[src/sv/case_insensitive_marker_detector_assert.svh]
// assertion helpers for the marker detector
// all checks are clocked on clk and held off while rst_n is low
`ifndef CASE_INSENSITIVE_MARKER_DETECTOR_ASSERT_SVH
`define CASE_INSENSITIVE_MARKER_DETECTOR_ASSERT_SVH

`ifndef SYNTHESIS
`define CIMD_ASSERT_SAME(lbl, ante, cons) \
  lbl: assert property (@(posedge clk) disable iff (!rst_n) (ante) |-> (cons)) \
    else $error("same-cycle check failed");
`define CIMD_ASSERT_NEXT(lbl, ante, cons) \
  lbl: assert property (@(posedge clk) disable iff (!rst_n) (ante) |=> (cons)) \
    else $error("next-cycle check failed");
`else
`define CIMD_ASSERT_SAME(lbl, ante, cons)
`define CIMD_ASSERT_NEXT(lbl, ante, cons)
`endif

`endif

[src/sv/cimd_pkg.sv]
`timescale 1ns / 1ps
package cimd_pkg;

  localparam int MAX_PATTERN_LEN = 36;
  localparam int NUM_CELLS       = MAX_PATTERN_LEN - 1;
  localparam int PAT_W           = MAX_PATTERN_LEN * 8;
  localparam int NUM_PAT         = 51;

  typedef enum logic [1:0] {
    SET_KEY   = 2'd0,
    SET_VALUE = 2'd1,
    SET_XMP   = 2'd2
  } pset_t;

  typedef struct packed {
    logic shift;
    logic clear;
  } cimd_ctrl_t;

  // marker text, right aligned, zero padded on the left
  localparam logic [PAT_W-1:0] PAT_TEXT [NUM_PAT] = '{
    // key names
    PAT_W'("parameters"),
    PAT_W'("prompt"),
    PAT_W'("negative prompt"),
    PAT_W'({"negative", "_prompt"}),
    PAT_W'("sd-metadata"),
    PAT_W'("dream"),
    PAT_W'("extras"),
    PAT_W'("comment"),
    PAT_W'("software"),
    PAT_W'("usercomment"),
    PAT_W'("ai"),
    PAT_W'("generative"),
    PAT_W'({"invoke", "ai"}),
    PAT_W'({"comfy", "ui"}),
    PAT_W'({"automatic", "1111"}),
    PAT_W'({"stable ", "diffusion"}),
    // value markers
    PAT_W'("steps:"),
    PAT_W'("sampler:"),
    PAT_W'("cfg scale:"),
    PAT_W'("seed:"),
    PAT_W'("model hash:"),
    PAT_W'("model:"),
    PAT_W'("negative prompt:"),
    PAT_W'("clip skip:"),
    PAT_W'("denoising strength:"),
    PAT_W'({"stable ", "diffusion"}),
    PAT_W'({"dall", "-e"}),
    PAT_W'({"dall", 8'hc2, 8'hb7, "e"}),
    PAT_W'({"mid", "journey"}),
    PAT_W'({"fire", "fly"}),
    PAT_W'({"crai", "yon"}),
    PAT_W'({"novel", "ai"}),
    PAT_W'({"comfy", "ui"}),
    PAT_W'({"invoke", "ai"}),
    PAT_W'({"automatic", "1111"}),
    PAT_W'({"a1", "111"}),
    PAT_W'({"sd", "xl"}),
    PAT_W'({"fl", "ux"}),
    // xmp markers
    PAT_W'({"photo", "shop:credit"}),
    PAT_W'("xmp:creatortool"),
    PAT_W'("generative"),
    PAT_W'({"fire", "fly"}),
    PAT_W'("dall"),
    PAT_W'({"mid", "journey"}),
    PAT_W'({"stable ", "diffusion"}),
    PAT_W'({"open", "ai"}),
    PAT_W'("c2pa"),
    PAT_W'({"claim", "_generator"}),
    PAT_W'("digitalsourcetype"),
    PAT_W'("trainedalgorithmicmedia"),
    PAT_W'("compositewithtrainedalgorithmicmedia")
  };

  localparam pset_t PAT_SET [NUM_PAT] = '{
    SET_KEY, SET_KEY, SET_KEY, SET_KEY, SET_KEY, SET_KEY, SET_KEY, SET_KEY,
    SET_KEY, SET_KEY, SET_KEY, SET_KEY, SET_KEY, SET_KEY, SET_KEY, SET_KEY,
    SET_VALUE, SET_VALUE, SET_VALUE, SET_VALUE, SET_VALUE, SET_VALUE,
    SET_VALUE, SET_VALUE, SET_VALUE, SET_VALUE, SET_VALUE, SET_VALUE,
    SET_VALUE, SET_VALUE, SET_VALUE, SET_VALUE, SET_VALUE, SET_VALUE,
    SET_VALUE, SET_VALUE, SET_VALUE, SET_VALUE,
    SET_XMP, SET_XMP, SET_XMP, SET_XMP, SET_XMP, SET_XMP, SET_XMP,
    SET_XMP, SET_XMP, SET_XMP, SET_XMP, SET_XMP, SET_XMP
  };

  // marker length: markers hold no zero byte, so count up to the top nonzero byte
  function automatic int pat_len(input int p);
    int len;
    len = 0;
    for (int i = 0; i < MAX_PATTERN_LEN; i++) begin
      if (PAT_TEXT[p][i*8 +: 8] != 8'h00) begin
        len = i + 1;
      end
    end
    return len;
  endfunction

  // character k of marker p, counted from its first character
  function automatic logic [7:0] pat_char(input int p, input int k);
    int len;
    len = pat_len(p);
    return PAT_TEXT[p][(len - 1 - k)*8 +: 8];
  endfunction

endpackage

[src/sv/cimd_if.sv]
`timescale 1ns / 1ps
interface cimd_in_if;
  logic       valid;
  logic       ready;
  logic [7:0] text_byte;
  logic       last_byte;

  modport source (output valid, output text_byte, output last_byte, input ready);
  modport sink   (input valid, input text_byte, input last_byte, output ready);
endinterface

interface cimd_out_if;
  logic valid;
  logic ready;
  logic looks_generated;

  modport source (output valid, output looks_generated, input ready);
  modport sink   (input valid, input looks_generated, output ready);
endinterface

[src/sv/cimd_decode.sv]
`timescale 1ns / 1ps
module cimd_decode
  import cimd_pkg::*;
(
  input  logic [7:0]                             text_byte,
  output logic [MAX_PATTERN_LEN-1:0][NUM_PAT-1:0] char_eq
);

  logic [7:0] folded;

  // ascii upper case to lower case only
  always_comb begin
    folded = text_byte;
    if (text_byte >= 8'h41 && text_byte <= 8'h5a) begin
      folded = text_byte + 8'h20;
    end
  end

  for (genvar p = 0; p < NUM_PAT; p++) begin : g_pat
    for (genvar k = 0; k < MAX_PATTERN_LEN; k++) begin : g_pos
      if (k < pat_len(p)) begin : g_cmp
        localparam logic [7:0] CH = pat_char(p, k);
        assign char_eq[k][p] = (folded == CH);
      end else begin : g_none
        assign char_eq[k][p] = 1'b0;
      end
    end
  end

endmodule

[src/sv/cimd_cell.sv]
`timescale 1ns / 1ps
module cimd_cell
  import cimd_pkg::*;
(
  input  logic               clk,
  input  logic               rst_n,
  input  cimd_ctrl_t         ctrl,
  input  logic [NUM_PAT-1:0] prefix_in,
  input  logic [NUM_PAT-1:0] char_eq,
  output logic [NUM_PAT-1:0] prefix_out
);

  // bit p: the newest bytes match the first (cell position + 1) chars of marker p
  logic [NUM_PAT-1:0] prefix_r;
  logic [NUM_PAT-1:0] prefix_nxt;

  always_comb begin
    prefix_nxt = prefix_r;
    if (ctrl.clear) begin
      prefix_nxt = '0;
    end else if (ctrl.shift) begin
      prefix_nxt = prefix_in & char_eq;
    end
  end

  always_ff @(posedge clk) begin
    if (!rst_n) begin
      prefix_r <= '0;
    end else begin
      prefix_r <= prefix_nxt;
    end
  end

  assign prefix_out = prefix_r;

endmodule

[src/sv/case_insensitive_marker_detector.sv]
`timescale 1ns / 1ps
// channel | dir | fields                  | handshake
// in_ch   | in  | text_byte, last_byte    | valid / ready
// out_ch  | out | looks_generated         | valid / ready
// cfg     | in  | cfg_wr_data (set)       | cfg_wr_en, no wait
//
// one byte request per cycle while in_ch.ready is high; the match for a byte is
// decided in the cycle it is taken, the result sits in the output register in the
// cycle after the last byte; each prefix cell shifts once per accepted live byte
// synchronous active-low reset clears cells, flags, output valid, set = value
// in_ch.ready drops only while a finished result waits and out_ch.ready is low
module case_insensitive_marker_detector
  import cimd_pkg::*;
(
  input  logic              clk,
  input  logic              rst_n,
  cimd_in_if.sink           in_ch,
  cimd_out_if.source        out_ch,
  input  logic              cfg_wr_en,
  input  logic [1:0]        cfg_wr_data
);

`include "case_insensitive_marker_detector_assert.svh"

  // selected marker set, 3 selects nothing
  logic [1:0] cfg_r;
  logic [1:0] cfg_nxt;

  // per-string sticky flags
  logic hit_r;
  logic hit_nxt;
  logic term_r;
  logic term_nxt;

  // single-entry output slot
  logic out_valid_r;
  logic out_valid_nxt;
  logic out_gen_r;
  logic out_gen_nxt;

  logic       accept;
  logic       is_zero;
  logic       hit_now;
  cimd_ctrl_t ctrl;

  logic [MAX_PATTERN_LEN-1:0][NUM_PAT-1:0] char_eq;
  logic [NUM_CELLS-1:0][NUM_PAT-1:0]       prefix;
  logic [NUM_PAT-1:0]                      end_match;
  logic [NUM_PAT-1:0]                      set_mask;

  // free the input side whenever the slot empties this cycle or is empty
  assign in_ch.ready = !out_valid_r || out_ch.ready;
  assign accept      = in_ch.valid && in_ch.ready;
  assign is_zero     = (in_ch.text_byte == 8'h00);

  // live bytes shift the cells; a zero byte freezes them for the rest of the string
  assign ctrl.shift = accept && !term_r && !is_zero;
  assign ctrl.clear = accept && in_ch.last_byte;

  // byte against every marker position
  cimd_decode u_decode (
    .text_byte (in_ch.text_byte),
    .char_eq   (char_eq)
  );

  // row of prefix cells; the first one starts every marker
  for (genvar k = 0; k < NUM_CELLS; k++) begin : g_cell
    logic [NUM_PAT-1:0] prev;
    if (k == 0) begin : g_head
      assign prev = '1;
    end else begin : g_link
      assign prev = prefix[k-1];
    end
    cimd_cell u_cell (
      .clk        (clk),
      .rst_n      (rst_n),
      .ctrl       (ctrl),
      .prefix_in  (prev),
      .char_eq    (char_eq[k]),
      .prefix_out (prefix[k])
    );
  end

  // full marker ends at the current byte: prefix of length-1 plus its last char
  for (genvar p = 0; p < NUM_PAT; p++) begin : g_end
    localparam int LEN = pat_len(p);
    if (LEN >= 2 && LEN <= MAX_PATTERN_LEN) begin : g_long
      assign end_match[p] = prefix[LEN-2][p] && char_eq[LEN-1][p];
    end else if (LEN == 1) begin : g_one
      assign end_match[p] = char_eq[0][p];
    end else begin : g_never
      assign end_match[p] = 1'b0;
    end
    assign set_mask[p] = (cfg_r == PAT_SET[p]);
  end

  assign hit_now = ctrl.shift && |(end_match & set_mask);

  always_comb begin
    cfg_nxt       = cfg_r;
    hit_nxt       = hit_r || hit_now;
    term_nxt      = term_r || (accept && is_zero);
    out_valid_nxt = out_valid_r;
    out_gen_nxt   = out_gen_r;

    if (cfg_wr_en) begin
      cfg_nxt = cfg_wr_data;
    end

    if (out_valid_r && out_ch.ready) begin
      out_valid_nxt = 1'b0;
    end

    // last byte: report and start the next string clean
    if (ctrl.clear) begin
      out_valid_nxt = 1'b1;
      out_gen_nxt   = hit_r || hit_now;
      hit_nxt       = 1'b0;
      term_nxt      = 1'b0;
    end
  end

  always_ff @(posedge clk) begin
    if (!rst_n) begin
      cfg_r       <= SET_VALUE;
      hit_r       <= 1'b0;
      term_r      <= 1'b0;
      out_valid_r <= 1'b0;
    end else begin
      cfg_r       <= cfg_nxt;
      hit_r       <= hit_nxt;
      term_r      <= term_nxt;
      out_valid_r <= out_valid_nxt;
    end
    out_gen_r <= out_gen_nxt;
  end

  assign out_ch.valid           = out_valid_r;
  assign out_ch.looks_generated = out_gen_r;

  `CIMD_ASSERT_NEXT(a_last_gives_result, accept && in_ch.last_byte, out_valid_r)
  `CIMD_ASSERT_NEXT(a_last_clears_string, accept && in_ch.last_byte, prefix[0] == '0 && !hit_r && !term_r)
  `CIMD_ASSERT_NEXT(a_zero_ends_matching, accept && is_zero && !in_ch.last_byte, term_r)
  `CIMD_ASSERT_NEXT(a_slot_drains, out_valid_r && out_ch.ready && !accept, !out_valid_r)

endmodule
[src/flat_wrapper.sv]
// flat-port wrapper written by rule: the top's interface ports become plain ports
module case_insensitive_marker_detector_flat import cimd_pkg::*;
  (clk, rst_n, cfg_wr_en, cfg_wr_data, in_ch_valid, in_ch_text_byte, in_ch_last_byte, in_ch_ready, out_ch_valid, out_ch_looks_generated, out_ch_ready);
  cimd_in_if in_ch_i ();
  cimd_out_if out_ch_i ();
  input  logic clk;
  input  logic rst_n;
  input  logic cfg_wr_en;
  input  logic [1:0] cfg_wr_data;
  input wire logic [$bits(in_ch_i.valid)-1:0] in_ch_valid;
  input wire logic [$bits(in_ch_i.text_byte)-1:0] in_ch_text_byte;
  input wire logic [$bits(in_ch_i.last_byte)-1:0] in_ch_last_byte;
  output wire logic [$bits(in_ch_i.ready)-1:0] in_ch_ready;
  output wire logic [$bits(out_ch_i.valid)-1:0] out_ch_valid;
  output wire logic [$bits(out_ch_i.looks_generated)-1:0] out_ch_looks_generated;
  input wire logic [$bits(out_ch_i.ready)-1:0] out_ch_ready;
  assign in_ch_i.valid = in_ch_valid;
  assign in_ch_i.text_byte = in_ch_text_byte;
  assign in_ch_i.last_byte = in_ch_last_byte;
  assign in_ch_ready = in_ch_i.ready;
  assign out_ch_valid = out_ch_i.valid;
  assign out_ch_looks_generated = out_ch_i.looks_generated;
  assign out_ch_i.ready = out_ch_ready;
  case_insensitive_marker_detector u_core (.clk(clk), .rst_n(rst_n), .in_ch(in_ch_i), .out_ch(out_ch_i), .cfg_wr_en(cfg_wr_en), .cfg_wr_data(cfg_wr_data));
endmodule
[config.mk]
export PLATFORM = sky130hd
export DESIGN_NAME = case_insensitive_marker_detector_flat
export DESIGN_NICKNAME = d
export VERILOG_FILES = /design/src/sv/cimd_pkg.sv /design/src/sv/cimd_if.sv /design/src/sv/cimd_decode.sv /design/src/sv/cimd_cell.sv /design/src/sv/case_insensitive_marker_detector.sv /design/src/flat_wrapper.sv
export VERILOG_INCLUDE_DIRS = /design/src /design/src/sv
export SDC_FILE = /design/constraint.sdc
export NUM_CORES = 1
export LEC_CHECK = 0
export ABC_AREA = 1
export BUFFER_PORTS_ARGS = -buffer_cell sky130_fd_sc_hd__clkbuf_2
export CAP_MARGIN = 5
export CORE_MARGIN = 3
export CORE_UTILIZATION = 40
export DETAILED_ROUTE_END_ITERATION = 16
export PLACE_DENSITY_LB_ADDON = 0.12
export SLEW_MARGIN = 15
export SYNTH_ARGS = -nofsm -noshare
export SYNTH_HDL_FRONTEND = slang
export SYNTH_SLANG_ARGS = --single-unit
[constraint.sdc]
create_clock -name clk -period 4.7 [get_ports clk]
set_clock_uncertainty 0.05 [all_clocks]
set_input_delay 1.41 -clock clk [delete_from_list [all_inputs] [get_ports clk]]
set_output_delay 1.41 -clock clk [all_outputs]
set_load 0.01 [all_outputs]
==> impl_metrics.toml, run 1 <==
[place]
portBuffers = 18
dp_hpwl_mm = 20.8
place_area_sq_um = 13000
gp_congestion = 0.871
placedCellCount = 1983

[finish]
n_antenna_cell = 0
final_common_cell = "nand2_1"
final_util = 0.459
area_growth_pct = 12.6
most-common-layout-cells = "nand2_1, a21oi_1, dfxtp_1, nand3_1, nor2_1"
fin_nets = 1643
layout.area.seq_sq_um = 6680
fill_cells = 3171
multi_input_area_sq_um = 5200
drive_gt1_frac = 0.0830
finish.instance_area_sq_um = 14200
final_cells = 2047

[drt]
drt_first_pass_iters = 5
via_per_inst = 5.24
finalWirelength_mm = 34.7
wl_per_cell_um = 17.0
drcViolationCount = 0
antenna_left = 0
dr_total_vias = 10721
drt_iter0_drc = 883

[yosys]
ys_ff_latch = 333
synth_nets = 1668
yosys.cell_types.count = 30
netlist_area_sq_um = 12600
yosys-top-cells-area = "dfxtp_1, nand2_1, a21oi_1"
synth_top_cell_area_share = 0.528
seq_area_frac_synth = 0.531
synth_cells = 1651
yosysTopAreaCell = "dfxtp_1"
syn-mean-instance-area_sq_um = 7.62
yosysWarnings = 0

[floorplanning]
start_util = 0.408
die_y_um = 183
top_level_ports = 19
dieArea_sq_um = 33600
core_region_area_sq_um = 30800
die_w_um = 183
core.rowCount = 64

[timing]
clock.fmax_mhz = 286
setup_tns_ns = 0
relSlewSlack = 0.286
fin_crit_sh = 0.743
timing.hold.ws_ns = 0.404
slew_viol_final = 0
rsz0062_at_grt = "no"
worst_pin_slew_ns = 1.06
finalHoldViolations = 0
final-setup-viol-count = 0
period_needed_ns = 3.49

[run_status]
status = "finished, final reports clean"

[setup_path]
slowest_delay_ns = 0.82
path_cells = "clkbuf_2 -> inv_1 -> nand2_1 -> nor2_2 -> nand3_1 -> nand2_2 -> nand2_2 -> a21oi_1 -> buf_4 -> nand2_2 -> nor2_2 -> nand2_1 -> a21oi_1"
cpMostUsedCell = "nand2_2"
path_class = "input port to register"
critPathArrivalTime_ns = 3.87
cp-start-kind = "input port"
crit_path_end_kind = "register"
cp_slowest_cell = "nor2_2"
crit_required_ns = 5.08
crit_path_max_fanout = 16

[clocking]
cts-root-buf = "clkbuf_16"
cts_max_level = 2
post_cts_buffers = 0
max-clock-path-buffers = 3
ctsResizeCount = 0
cts_tree = "yes"
clock_latency_ns = 0.52
numCtsBuffers = 37
cts.sinks = 333
cts.reportedPaths.clkPinSlew_ns = 0.06
cts_hold_buf = 0

[global_route]
grt_max_degree = 98
overflow = 0
antenna_found_initial = 0
grt_usage = 0.204
grt_pass1_wl_mm = 54.9
grt_pass1_vias = 9774

[power_and_ir_drop]
irDropWorstVdd_mv = 0.255
p_leak_nw = 4.61
power.density_nw_per_um2 = 417

[run]
maxCapViolCount = 0

[hold_path]
hp-class = "register to register"
==> through the flow <==
step	setup WS (ns)	total power, mW
detailed placement	0.725	3.16
CTS	1.25	5.95
floorplan	1.54	3.07
global route	0.981	6.10
global placement	0.750	3.16
finish	1.21	5.90
==> registers in the layout, summed over array words and instances, names as in the netlist <==
register / cells
u_core.g_cell.u_cell.prefix_out: 327
u_core.out_ch.valid: 1
u_core.out_ch.looks_generated: 1
u_core.cfg_r: 2
u_core.hit_r: 1
u_core.term_r: 1
==> final cells by class <==
| class | instances | area share |
|---|---|---|
| timing repair buffer | 48 | 0.0293 |
| tap | 396 | 0.0350 |
| clock buffer | 56 | 0.0805 |
| sequential | 333 | 0.472 |
| clock inverter | 8 | 0.00336 |
| multi-input combinational | 1159 | 0.367 |
| inverter | 47 | 0.0130 |
==> path summary, 6_finish.rpt <==
kind	slack (ns)	cells past startpoint	end	from
setup / recovery	1.21	13	u_core.g_cell[2].u_cell.prefix_out[46]	in_ch_text_byte[2]
hold / removal	0.40	2	u_core.g_cell[15].u_cell.prefix_out[50]	u_core.g_cell[14].u_cell.prefix_out[50]
setup reg to reg	2.07	10	u_core.g_cell[8].u_cell.prefix_out[24]	u_core.out_ch.valid
hold reg to reg	0.40	2	u_core.g_cell[15].u_cell.prefix_out[50]	u_core.g_cell[14].u_cell.prefix_out[50]
==> synth_stat cells <==
cell type	n
inv_1	43
ha_1	1
a21oi_1	332
nor4_1	3
nand3_1	142
clkbuf_1	47
dfxtp_1	332
nand2_2	5
nand3_2	1
inv_2	4
nand2_4	1
nor2_4	4
edfxtp_1	1
nor3_1	5
o21ai_0	12
nor2_1	64
nand4_1	20
nor4_4	1
buf_1	7
nor2_8	1
a32oi_1	1
buf_6	2
or2_2	5
or4_1	1
buf_4	17
a21oi_4	1
nor2_2	4
nor3_2	2
nand2_1	553
buf_2	39
==> critical path, delay by kind of cell <==
kind | cells | cell delay, ns
buffers and inverters | 3 | 0.41
AND/OR/NAND/NOR | 8 | 1.73
AO/OA/AOI/OAI | 2 | 0.32
==> routing by layer <==
layer  share of wire  track usage
met1            0.50        0.302
met2            0.44        0.314
met3           0.041       0.0268
met4           0.024       0.0594
met5               0            0
==> where the power goes <==
part	total [mW]	switching, mW	internal (mW)
clock network	2.81	1.14	1.67
registers	2.83	0.00366	2.83
logic	0.260	0.210	0.0496
total	5.90	1.35	4.55
==> cells by family after synthesis <==
group / count (synthesis) / synth area share
buffers and inverters: 159 / 0.0576
adders and majority gates: 1 / 0.000995
DFF: 333 / 0.531
and+or+nand+nor: 812 / 0.272
AOI/OAI and AO/OA: 346 / 0.139
Power figures use the tool's default switching activity.
==> run 2: changes to the inputs <==
==> constraint.sdc (replaced) <==
create_clock -name clk -period 3.55 [get_ports clk]
set_clock_uncertainty 0.05 [all_clocks]
set_input_delay 1.065 -clock clk [delete_from_list [all_inputs] [get_ports clk]]
set_output_delay 1.065 -clock clk [all_outputs]
set_load 0.01 [all_outputs]
==> run 2 against run 1 <==
Effect of this change: combinational power grew 32%; hold slack worse by 0.0043 ns; wire length grew 0.51%; critical path depth grew 2; sequential share of layout area fell by 0.91 points; die area did not move; non-clock buffer count increased by 22; global-route usage rose by 0.25 points; register-to-register slack worse by 0.70 ns; cell count rose by 1.3%; clock-buffer cell count up 2.
==> impl_metrics.toml, run 2 (synthesis gave the netlist of run 1 again) <==
[setup_path]
critPathArrivalTime_ns = 3.24
cp.depth = 15
crit_path_start = "in_ch_text_byte[2]"
crit_required_ns = 3.94
critPathCapture = "u_core.g_cell[8].u_cell.prefix_out[22]"
regToRegEndpoint = "u_core.g_cell[5].u_cell.prefix_out[18]"
crit_path_end_kind = "register"
path_cells = "clkbuf_2 -> inv_1 -> nand2_1 -> nor2_2 -> nand3_1 -> nand2_2 -> nand2_2 -> nand2_1 -> nand2_1 -> nor2_1 -> nand2_1 -> nor2_1 -> buf_4 -> nand2_1 -> a21oi_1"
reg2reg_from = "u_core.out_ch.valid"
critPathBufInv = 3
path_class = "input port to register"
ff2ff_setup_slack_ns = 1.37
cp-start-kind = "input port"
cp_slowest_cell = "nor2_1"
cpMostUsedCell = "nand2_1"
slowest_delay_ns = 0.41
path_delay_family = "simple AND/OR/NAND/NOR gates"
crit_path_max_fanout = 6
r2r_cells = 9

[clocking]
cts.reportedPaths.clkPinSlew_ns = 0.06
max-clock-path-buffers = 3
cts_tree = "yes"
clock_latency_ns = 0.52
cts-root-buf = "clkbuf_16"
post_cts_buffers = 0
cts_hold_buf = 0
ctsResizeCount = 0
cts_max_level = 2
numCtsBuffers = 38
cts.sinks = 333

[timing]
slew_viol_final = 0
finalHoldViolations = 0
worst_pin_slew_ns = 1.04
rsz0062_at_grt = "no"
setup_tns_ns = 0
final-setup-viol-count = 0
period_needed_ns = 2.85
clock.fmax_mhz = 351
relSlewSlack = 0.306
fin_crit_sh = 0.802
fin_ws_ns = 0.703

[global_route]
antenna_found_initial = 0
overflow = 0
grt_pass1_vias = 9952
grt_pass1_wl_mm = 55.9
grt_max_degree = 192
grt_usage = 0.207

[floorplanning]
die_y_um = 183
core_region_area_sq_um = 30800
core.rowCount = 64
start_util = 0.408
die_w_um = 183
top_level_ports = 19
dieArea_sq_um = 33600

[finish]
finish.instance_area_sq_um = 14400
fin_nets = 1666
largest_reg_flops = 327
drive_gt1_frac = 0.0965
most-common-layout-cells = "nand2_1, a21oi_1, dfxtp_1, nand3_1, nor2_1"
fill_cells = 3159
final_common_cell = "nand2_1"
final_util = 0.468
n_antenna_cell = 0
area_growth_pct = 14.8
final_cells = 2074

[run_status]
status = "finished, final reports clean"

[run]
maxCapViolCount = 0

[place]
gp_congestion = 0.932
place_area_sq_um = 13200
dp_hpwl_mm = 21.2
placedCellCount = 2005
pre_cts_ws_ns = 0.264
portBuffers = 18

[power_and_ir_drop]
power.density_nw_per_um2 = 559
p_leak_nw = 4.77
irDropWorstVdd_mv = 0.322

[drt]
finalWirelength_mm = 34.9
antenna_left = 0
dr_total_vias = 10779
wl_per_cell_um = 16.8
drt_first_pass_iters = 5
drt_iter0_drc = 1051
via_per_inst = 5.20
drcViolationCount = 0

[hold_path]
hp-class = "register to register"
[run 2: cell types whose count changed in the layout (fill, tap and decap cells not counted), sizes merged]
cell    delta
clkinv     -2
bufinv     +3
buf       +22
clkbuf     +2
inv        +2
[run 2: stage by stage]
stage	power, mW	hold WS, ns
after floorplan	4.07	0.384
after global placement	4.19	0.392
after detailed placement	4.18	0.397
after CTS	8.17	0.400
after global routing	8.36	0.416
final	8.07	0.400
[run 2: worst register-to-register path, cell delays in order (launching register included)]
cell	delay [ns]
dfxtp_1	0.30
nand2_1	0.10
nand2_1	0.10
inv_1	0.08
nand2_1	0.08
nor2_4	0.22
buf_12	0.28
buf_4	0.53
nand3_1	0.21
a21oi_1	0.15
[run 2: final cells by class]
type,instances,area [sq um],share of cell area
clock buffers,58,1140,0.0787
clock inverters,11,153,0.0106
inverters,47,184,0.0127
multi-input cells,1159,5200,0.360
flip-flops and latches,333,6680,0.462
well taps,396,495,0.0343
repair buffers,70,593,0.0411
[run 2: worst min path at each step]
stage                                             from                                 endpoint  cells after the start
2_1_floorplan   u_core.g_cell[9].u_cell.prefix_out[34]  u_core.g_cell[10].u_cell.prefix_out[34]                      2
3_3_place_gp    u_core.g_cell[1].u_cell.prefix_out[35]   u_core.g_cell[2].u_cell.prefix_out[35]                      2
3_5_place_dp                              u_core.hit_r                             u_core.hit_r                      2
4_1_cts         u_core.g_cell[3].u_cell.prefix_out[48]   u_core.g_cell[4].u_cell.prefix_out[48]                      2
5_1_grt        u_core.g_cell[10].u_cell.prefix_out[39]  u_core.g_cell[11].u_cell.prefix_out[39]                      2
6_report        u_core.g_cell[3].u_cell.prefix_out[48]   u_core.g_cell[4].u_cell.prefix_out[48]                      2
[run 2: routing by layer]
metal | share of wire | routed length (um) | global-route usage | vias up
met5 | 0 | 0 | 0 | -
met4 | 0.021 | 740 | 0.0533 | 0
met3 | 0.042 | 1460 | 0.0294 | 49
met2 | 0.44 | 15400 | 0.325 | 202
met1 | 0.50 | 17300 | 0.301 | 5114
li1 | - | - | - | 5414
[run 2: report_power, final]
group	leakage (nW)	internal, mW	switching [mW]
logic	1.45	0.0673	0.277
registers	2.68	3.75	0.00524
clock network	0.637	2.43	1.54
